$ cat config.mk
export PLATFORM = sky130hd
export DESIGN_NAME = bht_ctrl
export DESIGN_NICKNAME = d
export VERILOG_FILES = /design/src/sv/bucket_hash_table_top_defines.svh /design/src/sv/bht_pkg.sv /design/src/sv/bht_ctrl.sv
export SDC_FILE = /design/constraint.sdc
export NUM_CORES = 1
export LEC_CHECK = 0
export BUFFER_PORTS_ARGS = -buffer_cell sky130_fd_sc_hd__buf_2
export CELL_PAD_IN_SITES_DETAIL_PLACEMENT = 0
export CELL_PAD_IN_SITES_GLOBAL_PLACEMENT = 1
export CORE_AREA = 2 2 39 41
export CTS_BUF_LIST = sky130_fd_sc_hd__clkbuf_16
export CTS_CLUSTER_DIAMETER = 120
export DETAILED_ROUTE_END_ITERATION = 8
export DIE_AREA = 0 0 41 43
export GPL_ROUTABILITY_DRIVEN = 0
export PLACE_DENSITY = 0.75
export SKIP_CTS_REPAIR_TIMING = 1
export SLEW_MARGIN = 10
export SYNTH_ARGS = -nofsm -noshare
export SYNTH_HDL_FRONTEND = slang
export SYNTH_SLANG_ARGS = --single-unit
export TNS_END_PERCENT = 10
$ cat constraint.sdc
create_clock -name i_clk -period 1.46 [get_ports i_clk]
set_input_delay 0.292 -clock i_clk [delete_from_list [all_inputs] [get_ports i_clk]]
set_output_delay 0.292 -clock i_clk [all_outputs]
set_load 0.01 [all_outputs]
$ cat src/sv/bucket_hash_table_top_defines.svh
// Assertion macros for the bucket hash table top level.
// Needs a clock i_clk and an active-low reset i_rst_n in the including scope.
`ifndef BUCKET_HASH_TABLE_TOP_DEFINES_SVH
`define BUCKET_HASH_TABLE_TOP_DEFINES_SVH

// Same-cycle implication, disabled during reset
`define BHT_ASSERT_NOW(label, ante, cons) \
    label: assert property (@(posedge i_clk) disable iff (!i_rst_n) (ante) |-> (cons)) \
        else $error("bucket hash table check failed");

// Next-cycle implication, disabled during reset
`define BHT_ASSERT_NEXT(label, ante, cons) \
    label: assert property (@(posedge i_clk) disable iff (!i_rst_n) (ante) |=> (cons)) \
        else $error("bucket hash table check failed");

`endif

$ cat src/sv/bht_pkg.sv
// Shared types and constants of the bucket hash table.
// No dependencies; imported by the datapath, the controller and the top level.
`timescale 1ns / 1ps

package bht_pkg;

    // Default sizes
    localparam int NUM_BUCKETS_DEF      = 30;
    localparam int SLOTS_PER_BUCKET_DEF = 5;
    localparam int INDEX_DEPTH_DEF      = 150;
    localparam int PAYLOAD_BITS_DEF     = 64;

    // Fixed field widths
    localparam int KEY_W = 31;

    // Operation codes
    localparam logic KIND_INSERT = 1'b0;
    localparam logic KIND_SEARCH = 1'b1;

    typedef enum logic [2:0] {
        ST_INSERTED    = 3'd0,
        ST_DUPLICATE   = 3'd1,
        ST_INDEX_FULL  = 3'd2,
        ST_BUCKET_FULL = 3'd3,
        ST_FOUND       = 3'd4,
        ST_NOT_FOUND   = 3'd5
    } t_status;

    typedef struct packed {
        logic              kind;
        logic [KEY_W-1:0]  record_key;
        logic [63:0]       payload;
    } t_in_item;

    typedef struct packed {
        t_status     status;
        logic [4:0]  bucket;
        logic [2:0]  slot;
        logic [63:0] found_payload;
    } t_out_item;

    // Controller to datapath
    typedef struct packed {
        logic    load;
        logic    hash_step;
        logic    scan_init;
        logic    scan_step;
        logic    ins_commit;
        logic    pay_read;
        logic    res_load;
        t_status res_status;
    } t_dp_cmd;

    // Datapath to controller
    typedef struct packed {
        logic kind;
        logic hash_last;
        logic scan_done;
        logic match;
        logic index_full;
        logic bucket_full;
    } t_dp_stat;

endpackage

$ cat src/sv/bht_ctrl.sv
// Sequencing controller of the bucket hash table.
// Depends on bht_pkg; drives the datapath by command and status structs.
`timescale 1ns / 1ps

module bht_ctrl
    import bht_pkg::*;
(
    input  logic     i_clk,
    input  logic     i_rst_n,
    input  logic     i_start,
    input  t_dp_stat i_stat,
    output t_dp_cmd  o_cmd,
    output logic     o_busy
);

    typedef enum logic [2:0] {
        S_IDLE,
        S_HASH,
        S_BASE,
        S_SCAN,
        S_DECIDE,
        S_READ
    } t_state;

    t_state r_state, n_state;
    logic   r_busy, n_busy;

    // Next state and commands
    always_comb begin
        n_state = r_state;
        o_cmd   = '0;
        o_cmd.res_status = ST_INSERTED;
        case (r_state)
            S_IDLE: begin
                if (i_start) begin
                    o_cmd.load = 1'b1;
                    n_state    = S_HASH;
                end
            end
            S_HASH: begin
                o_cmd.hash_step = 1'b1;
                if (i_stat.hash_last) begin
                    n_state = S_BASE;
                end
            end
            S_BASE: begin
                o_cmd.scan_init = 1'b1;
                n_state         = S_SCAN;
            end
            S_SCAN: begin
                o_cmd.scan_step = 1'b1;
                if (i_stat.scan_done) begin
                    n_state = S_DECIDE;
                end
            end
            S_DECIDE: begin
                n_state = S_IDLE;
                if (i_stat.kind == KIND_SEARCH) begin
                    if (i_stat.match) begin
                        o_cmd.pay_read = 1'b1;
                        n_state        = S_READ;
                    end else begin
                        o_cmd.res_load   = 1'b1;
                        o_cmd.res_status = ST_NOT_FOUND;
                    end
                end else begin
                    o_cmd.res_load = 1'b1;
                    if (i_stat.match) begin
                        o_cmd.res_status = ST_DUPLICATE;
                    end else if (i_stat.index_full) begin
                        o_cmd.res_status = ST_INDEX_FULL;
                    end else if (i_stat.bucket_full) begin
                        o_cmd.res_status = ST_BUCKET_FULL;
                    end else begin
                        o_cmd.ins_commit = 1'b1;
                        o_cmd.res_status = ST_INSERTED;
                    end
                end
            end
            S_READ: begin
                o_cmd.res_load   = 1'b1;
                o_cmd.res_status = ST_FOUND;
                n_state          = S_IDLE;
            end
            default: begin
                n_state = S_IDLE;
            end
        endcase
        n_busy = (n_state != S_IDLE);
    end

    // Hold state and busy flag
    always_ff @(posedge i_clk) begin
        if (!i_rst_n) begin
            r_state <= S_IDLE;
            r_busy  <= 1'b0;
        end else begin
            r_state <= n_state;
            r_busy  <= n_busy;
        end
    end

    assign o_busy = r_busy;

endmodule

=== Yosys cells after proc, flatten, opt, wreduce, memory -nomap -nowiden ===
Index checks and enable logic that the tools add are counted.

* Register bits after elaboration: 4
* Bits in latches: 0
* RAM bits: 0
* Memory bits (read-only): 0
* Input port bits: 9
* Output and inout port bits: 11
* Logic and storage cells: 33
* Memories: 0

* Add/subtract/negate cells: 0
* Multipliers: 0
* Divide/modulo/power cells: 0
* Order comparisons: 0
* Equal/unequal tests: 5
* Shift operators: 0
* Multiplexer cells: 24
* Bitwise gates (word level): 0
* Reductions and logical operators: 2

{| class="wikitable"
|+ Operator list
! kind !! number
|-
| 3-bit two-way mux || 7
|-
| 3-bit one-hot mux with 5 select lines || 1
|-
| 1-bit two-way mux || 11
|-
| 4-bit two-way mux || 2
|-
| 4-bit one-hot mux with 2 select lines || 1
|-
| 3-bit by 2-bit equality test with 1-bit output, second input constant || 2
|-
| 3-bit equality test, second input constant || 2
|-
| 2-bit two-way mux || 2
|-
| 3-bit by 1-bit equality test with 1-bit output, second input constant || 1
|-
| 3-bit logical NOT || 1
|-
| 3-bit nonzero test || 1
|}

=== Logic depth before layout (Yosys ltp) ===
Gate-level depths: netlist (run 1).

* Depth after elaboration: 5
* Depth in mapped cells: 5
* Gate-level depth less buffers: 4

=== Least setup slack after synthesis (run 1) ===
OpenSTA, ideal clock, no wires.

* Path type: register to output
* From: register r_state[1]
* To: output o_cmd[5] (netlist bit)
* Arrival: 0.993 ns
* Data required time: 1.168 ns
* Slack: 0.175 ns
* Cell stages (with the launch flop): 6
* Buffers on the path: 1
* Path through: dfxtp_1 buf_2 nand2b_4 nor2_1 nand2_1 nor3_1

{| class="wikitable"
|+ RTL lines
! item !! line !! source
|-
| from (decl) || bht_ctrl.sv:25 || <nowiki>t_state r_state, n_state;</nowiki>
|-
| from (signal assigned) || bht_ctrl.sv:98 || <nowiki>r_state <= n_state;</nowiki>
|-
| to (decl) || bht_ctrl.sv:12 || <nowiki>output t_dp_cmd o_cmd,</nowiki>
|}

==> impl_metrics.py, run 1 <==
metrics = {
    "hold_path": {
        "worstHoldPathCells": 3,
        "hold_start": "i_rst_n",
        "hold_path.class": "input port to register",
        "hold_path_end": "r_state[1]",
    },
    "sta": {
        "tightest_slew_ns": 0.2645,
        "fin_setup_tns_ns": 0,
        "finClkSkew_ns": 0.001869,
        "setup_violations": 0,
        "max_slew_margin_pct": 82.13,
        "period_share_pct": 92.96,
        "slew_violations": 0,
        "hold_violations": 0,
        "rsz0062_at_grt": "false",
        "clock.fmax_mhz": 736.8,
        "period_needed_ns": 1.357,
    },
    "global_route": {
        "antenna_found_initial": 0,
        "overflow": 0,
        "use_met2_pct": 17.19,
        "grt_pass1_wl_um": 1331,
        "grtUsageMet1_pct": 12.86,
        "grt_use_total_pct": 11.04,
        "gr-usage-met3_pct": 1.571,
        "grt_pass1_vias": 346,
        "grt_start_max_net_pins": 15,
        "grt.busiest_layer": "met2",
    },
    "yosys": {
        "syn_area_per_cell_um2": 6.718,
        "synth.net_count": 55,
        "netlist_area_um2": 309.0,
        "ys_types": 19,
        "ys_warn_count": 0,
        "synth.yosys.seq_area_share_pct": 25.91,
        "ys_seq_elements": 4,
        "postSynthCellCount": 46,
    },
    "routing": {
        "drc": 0,
        "vias": 374,
        "routed_wl_um": 861,
        "viasPerCell": 4.452,
        "drt_iter0_drc": 2,
        "drt-wirelength-per-cell_um": 10.25,
        "drt-pass1-iter-count": 4,
        "ant_nets": 0,
    },
    "die": {
        "die_h_um": 43,
        "start_util_pct": 22.33,
        "core_um2": 1384,
        "die-width_um": 41,
        "ios": 20,
        "die_area_um2": 1763,
        "num_rows": 14,
    },
    "power": {
        "pwr_density_cell_nw_per_um2": 1211,
        "power_uw": 633.2,
        "p_leak_nw": 0.2751,
        "ir_worst_vdd_uv": 700.7,
    },
    "clock_network": {
        "cts_sinks": 4,
        "clk_transition_reported_paths_ns": 0.03,
        "clock-root-buffer": "clkbuf_16",
        "insertion_delay_ns": 0.22,
        "cts_buffer_depth": 2,
        "cts_buffers": 3,
        "htree_levels": 1,
        "cts_tree": "built",
    },
    "outcome": {
        "status": "completed",
    },
    "layout": {
        "diodes": 0,
        "syn2layout_area_growth_pct": 69.23,
        "regArea_um2": 87.58,
        "fin_nets": 79,
        "fin_cells": 84,
        "multiInputGateArea_um2": 207.7,
        "fillers": 157,
        "drive_above_1_share_pct": 47.06,
    },
    "place": {
        "placedCellCount": 79,
        "portBuffers": 19,
    },
    "flow_run": {
        "cap_violations": 0,
    },
    "worst_setup_path": {
        "r2r_slack_ns": 0.30,
        "critPathCaptureType": "output pin",
        "crit_type": "register to output pin",
        "cp_max_fo": 9,
        "start_kind": "register",
        "rr_worst_depth": 5,
        "critPathArrivalTime_ns": 1.07,
        "required_ns": 1.17,
        "r2r-start": "r_state[1]",
        "regToRegEndpoint": "o_busy",
    },
}
[logic make-up (layout without fill, tap and decap cells)]
group / Yosys count / in the layout / synth area share, %
buffers and inverters: 7 / 29 / 11.74
AO/OA/AOI/OAI: 9 / 9 / 17.81
flip-flops: 4 / 4 / 25.91
AND/OR/NAND/NOR: 26 / 26 / 44.53
[synth_stat cells]
library cell	instances	area (um^2)
a21bo_2	1	10.01
nand2_1	4	15.01
and3_1	2	12.51
nand2b_1	1	6.260
nand2b_4	1	13.76
a41oi_1	1	8.760
nor2_1	10	37.54
buf_2	2	10.01
nand3_1	1	5.000
a31oi_1	1	6.260
o21ai_0	3	15.01
a21oi_1	3	15.01
or3b_1	1	8.760
nor3b_1	2	15.01
inv_1	4	15.01
nor3_1	3	15.01
buf_6	1	11.26
dfxtp_1	4	80.08
nand4b_1	1	8.760
[flip-flops by register name, summed over array words and instances (netlist names)]
signal   cells
o_busy       1
r_state      3
[layout make-up]
class | count | share of cell area, %
Multi-Input combinational cell | 35 | 39.71
Sequential cell | 4 | 16.75
Timing Repair Buffer | 22 | 22.49
Inverter | 4 | 2.871
Clock buffer | 3 | 14.35
Tap cell | 16 | 3.828
[how the worst max path moves through the flow]
stage	from	slack (ns)	to
6_report	r_state[1]	0.10	o_cmd[7]
5_1_grt	r_state[2]	0.01	o_cmd[8]
3_5_place_dp	r_state[2]	0.11	o_cmd[5]
3_3_place_gp	r_state[2]	0.09	o_cmd[5]
4_1_cts	r_state[2]	-0.13	o_cmd[5]
2_1_floorplan	r_state[1]	0.17	o_cmd[5]
[where the power goes]
group / switching (mW) / leakage [nW] / total [mW] / internal (mW)
sequential: 0.0123 / 0.0343 / 0.130 / 0.117
combinational: 0.0405 / 0.204 / 0.0793 / 0.0388
clock: 0.0746 / 0.0370 / 0.424 / 0.350
total: 0.127 / 0.275 / 0.633 / 0.506
[worst max-delay path: stages (launching register included)]
cell,delay [ns]
dfxtp_1,0.33
buf_4,0.15
nor3b_1,0.20
buf_2,0.17
[metrics by stage]
step / utilization (%) / area, um^2 / hold slack [ns] / worst slack, ns
after floorplan: - / 309.0 / 0.4415 / 0.1749
after global placement: 29.66 / 410.4 / 0.5754 / 0.09076
after detailed placement: 29.66 / 410.4 / 0.5759 / 0.1138
after CTS: 35.08 / 485.5 / 0.3492 / -0.1252
after global routing: 37.79 / 523.0 / 0.3813 / 0.01234
final: 37.79 / 523.0 / 0.3558 / 0.1027
[layer usage]
metal / vias to the layer above / wire length, um / part of all wire [%]
li1: 199 / - / -
met1: 164 / 377 / 44
met2: 11 / 441 / 51
met3: 0 / 43 / 5.0
met4: 0 / 0 / 0
met5: - / 0 / 0
[cells in the final DEF, fill, tap and decap left out, types with 2 or more instances in the layout]
cell type / netlist / final
buf_2: 2 / 19
nor2_1: 10 / 9
inv_1: 4 / 4
nand2_1: 4 / 3
o21ai_0: 3 / 3
a21oi_1: 3 / 3
clkbuf_16: 0 / 3
buf_4: 0 / 3
nor3b_1: 2 / 2
and3_1: 2 / 2
nor3_1: 3 / 2
dfxtp_1: 4 / 2
dfxtp_4: 0 / 2
Power figures use the tool's default switching activity.
==> inputs of run 2 (changes only) <==
--- a/config.mk
+++ b/config.mk
@@ -8,13 +8,13 @@
 export BUFFER_PORTS_ARGS = -buffer_cell sky130_fd_sc_hd__buf_2
 export CELL_PAD_IN_SITES_DETAIL_PLACEMENT = 0
 export CELL_PAD_IN_SITES_GLOBAL_PLACEMENT = 1
-export CORE_AREA = 2 2 39 41
+export CORE_AREA = 8 8 45 47
 export CTS_BUF_LIST = sky130_fd_sc_hd__clkbuf_16
 export CTS_CLUSTER_DIAMETER = 120
 export DETAILED_ROUTE_END_ITERATION = 8
-export DIE_AREA = 0 0 41 43
+export DIE_AREA = 0 0 53 55
 export GPL_ROUTABILITY_DRIVEN = 0
-export PLACE_DENSITY = 0.75
+export PLACE_DENSITY_LB_ADDON = 0.3
 export SKIP_CTS_REPAIR_TIMING = 1
 export SLEW_MARGIN = 10
 export SYNTH_ARGS = -nofsm -noshare
==> run 2 against run 1 <==
Net effect: sequential share of layout area down 0.57 points; setup slack worse by 0.027 ns; clock skew down 0.00056 ns; maximum frequency down 2.0%; total power up 0.15%; non-clock buffer count down 1; worst hold slack worse by 0.011 ns; global-route usage down 4.2 points; critical endpoint is now o_cmd[6]; highest routed layer is now met4; combinational power down 0.8%; die area up 65%; largest power group unchanged.
==> impl_metrics.py, run 2 (synthesized netlist as in run 1, its figures left out) <==
metrics = {
    "sta": {
        "period_needed_ns": 1.385,
        "slew_violations": 0,
        "tightest_slew_ns": 0.2427,
        "hold_violations": 0,
        "layout_setup_ws_ns": 0.07542,
        "setup_violations": 0,
        "period_share_pct": 94.83,
        "max_slew_margin_pct": 83.60,
        "clock.fmax_mhz": 722.2,
        "finClkSkew_ns": 0.001313,
        "rsz0062_at_grt": "true",
    },
    "clock_network": {
        "cts_buffer_depth": 2,
        "cts_sinks": 4,
        "clk_transition_reported_paths_ns": 0.03,
        "htree_levels": 1,
        "cts_tree": "built",
        "clock-root-buffer": "clkbuf_16",
        "cts_buffers": 3,
        "insertion_delay_ns": 0.22,
    },
    "worst_setup_path": {
        "rr_worst_depth": 5,
        "start_kind": "register",
        "critPathArrivalTime_ns": 1.09,
        "crit_type": "register to output pin",
        "r2r-start": "r_state[2]",
        "required_ns": 1.17,
        "crit_start": "r_state[2]",
        "cp_max_fo": 8,
        "r2r_slack_ns": 0.21,
        "regToRegEndpoint": "o_busy",
        "critPathCaptureType": "output pin",
        "cp-endpoint": "o_cmd[6]",
    },
    "die": {
        "die_area_um2": 2915,
        "num_rows": 14,
        "start_util_pct": 22.33,
        "die_h_um": 55,
        "core_um2": 1384,
        "ios": 20,
        "die-width_um": 53,
    },
    "global_route": {
        "grt_pass1_vias": 370,
        "antenna_found_initial": 0,
        "overflow": 0,
        "grt_pass1_wl_um": 1483,
        "grt_start_max_net_pins": 15,
        "grt_use_total_pct": 6.881,
    },
    "layout": {
        "final_cell_area_um2": 510.5,
        "diodes": 0,
        "drive_above_1_share_pct": 46.27,
        "final_common_cell": "buf_2",
        "regMostFlops": "r_state",
        "syn2layout_area_growth_pct": 65.18,
        "largest_reg_flops": 3,
        "fin_nets": 78,
        "most-common-layout-cells": "buf_2, nor2_1, inv_1",
    },
    "routing": {
        "drt_iter0_drc": 9,
        "ant_nets": 0,
        "viasPerCell": 4.373,
        "drc": 0,
        "drt-wirelength-per-cell_um": 11.08,
        "vias": 363,
        "drt-pass1-iter-count": 3,
        "routed_wl_um": 920,
    },
    "power": {
        "ir_worst_vdd_uv": 1138,
        "p_leak_nw": 0.2689,
        "pwr_density_cell_nw_per_um2": 1242,
    },
    "place": {
        "dp_slack_ns": 0.1558,
        "portBuffers": 19,
        "place_area_um2": 417.9,
        "dp_hpwl_um": 742,
    },
    "hold_path": {
        "hold_start": "i_rst_n",
        "hold_path.class": "input port to register",
    },
    "outcome": {
        "status": "completed",
    },
    "flow_run": {
        "cap_violations": 0,
    },
}
[run 2: cell types whose count changed in the layout (fill, tap and decap cells not counted)]
cell	previous run	this run
buf_4	3	2
dfxtp_4	2	0
dfxtp_2	0	2
[run 2: power breakdown]
group | internal [mW] | switching (mW)
combinational | 0.0386 | 0.0401
sequential | 0.120 | 0.0118
clock | 0.350 | 0.0744
[run 2: metrics by stage]
stage               setup TNS (ns)  hold WS [ns]  utilization, %  instances  power [mW]
floorplan                        0        0.4415               -         46      0.1755
global placement                 0        0.5639           30.20         80      0.2093
detailed placement               0        0.5672           30.20         80      0.2085
CTS                       -0.02775        0.3408           35.62         83      0.6383
global route             -0.006946        0.3515           36.89         83      0.6634
finish                           0        0.3449           36.89         83      0.6342
[run 2: layer usage]
metal | routed length, um | global-route usage [%] | vias up
li1 | - | - | 198
met1 | 380 | 7.284 | 152
met2 | 430 | 10.74 | 11
met3 | 84 | 2.139 | 2
met4 | 24 | 6.466 | 0
met5 | 0 | 0 | -
[run 2: final cells by class]
type | instances | area (um^2)
Clock buffer | 3 | 75.07
Fill cell | 162 | 873.3
Inverter | 4 | 15.01
Multi-Input combinational cell | 35 | 207.7
Sequential cell | 4 | 82.58
Tap cell | 16 | 20.02
Timing Repair Buffer | 21 | 110.1
[run 2: worst min path at each step]
| stage | endpoint | slack, ns | cells past startpoint |
|---|---|---|---|
| after floorplan | r_state[1] | 0.44 | 2 |
| after global placement | r_state[1] | 0.56 | 3 |
| after detailed placement | r_state[1] | 0.57 | 3 |
| after CTS | r_state[1] | 0.34 | 3 |
| after global routing | r_state[1] | 0.35 | 3 |
| final | r_state[1] | 0.34 | 3 |
[run 2: critical path, cell delays in order, from the launching register on]
cell	delay, ns
dfxtp_1	0.36
buf_4	0.16
inv_1	0.07
and3_1	0.14
buf_2	0.13
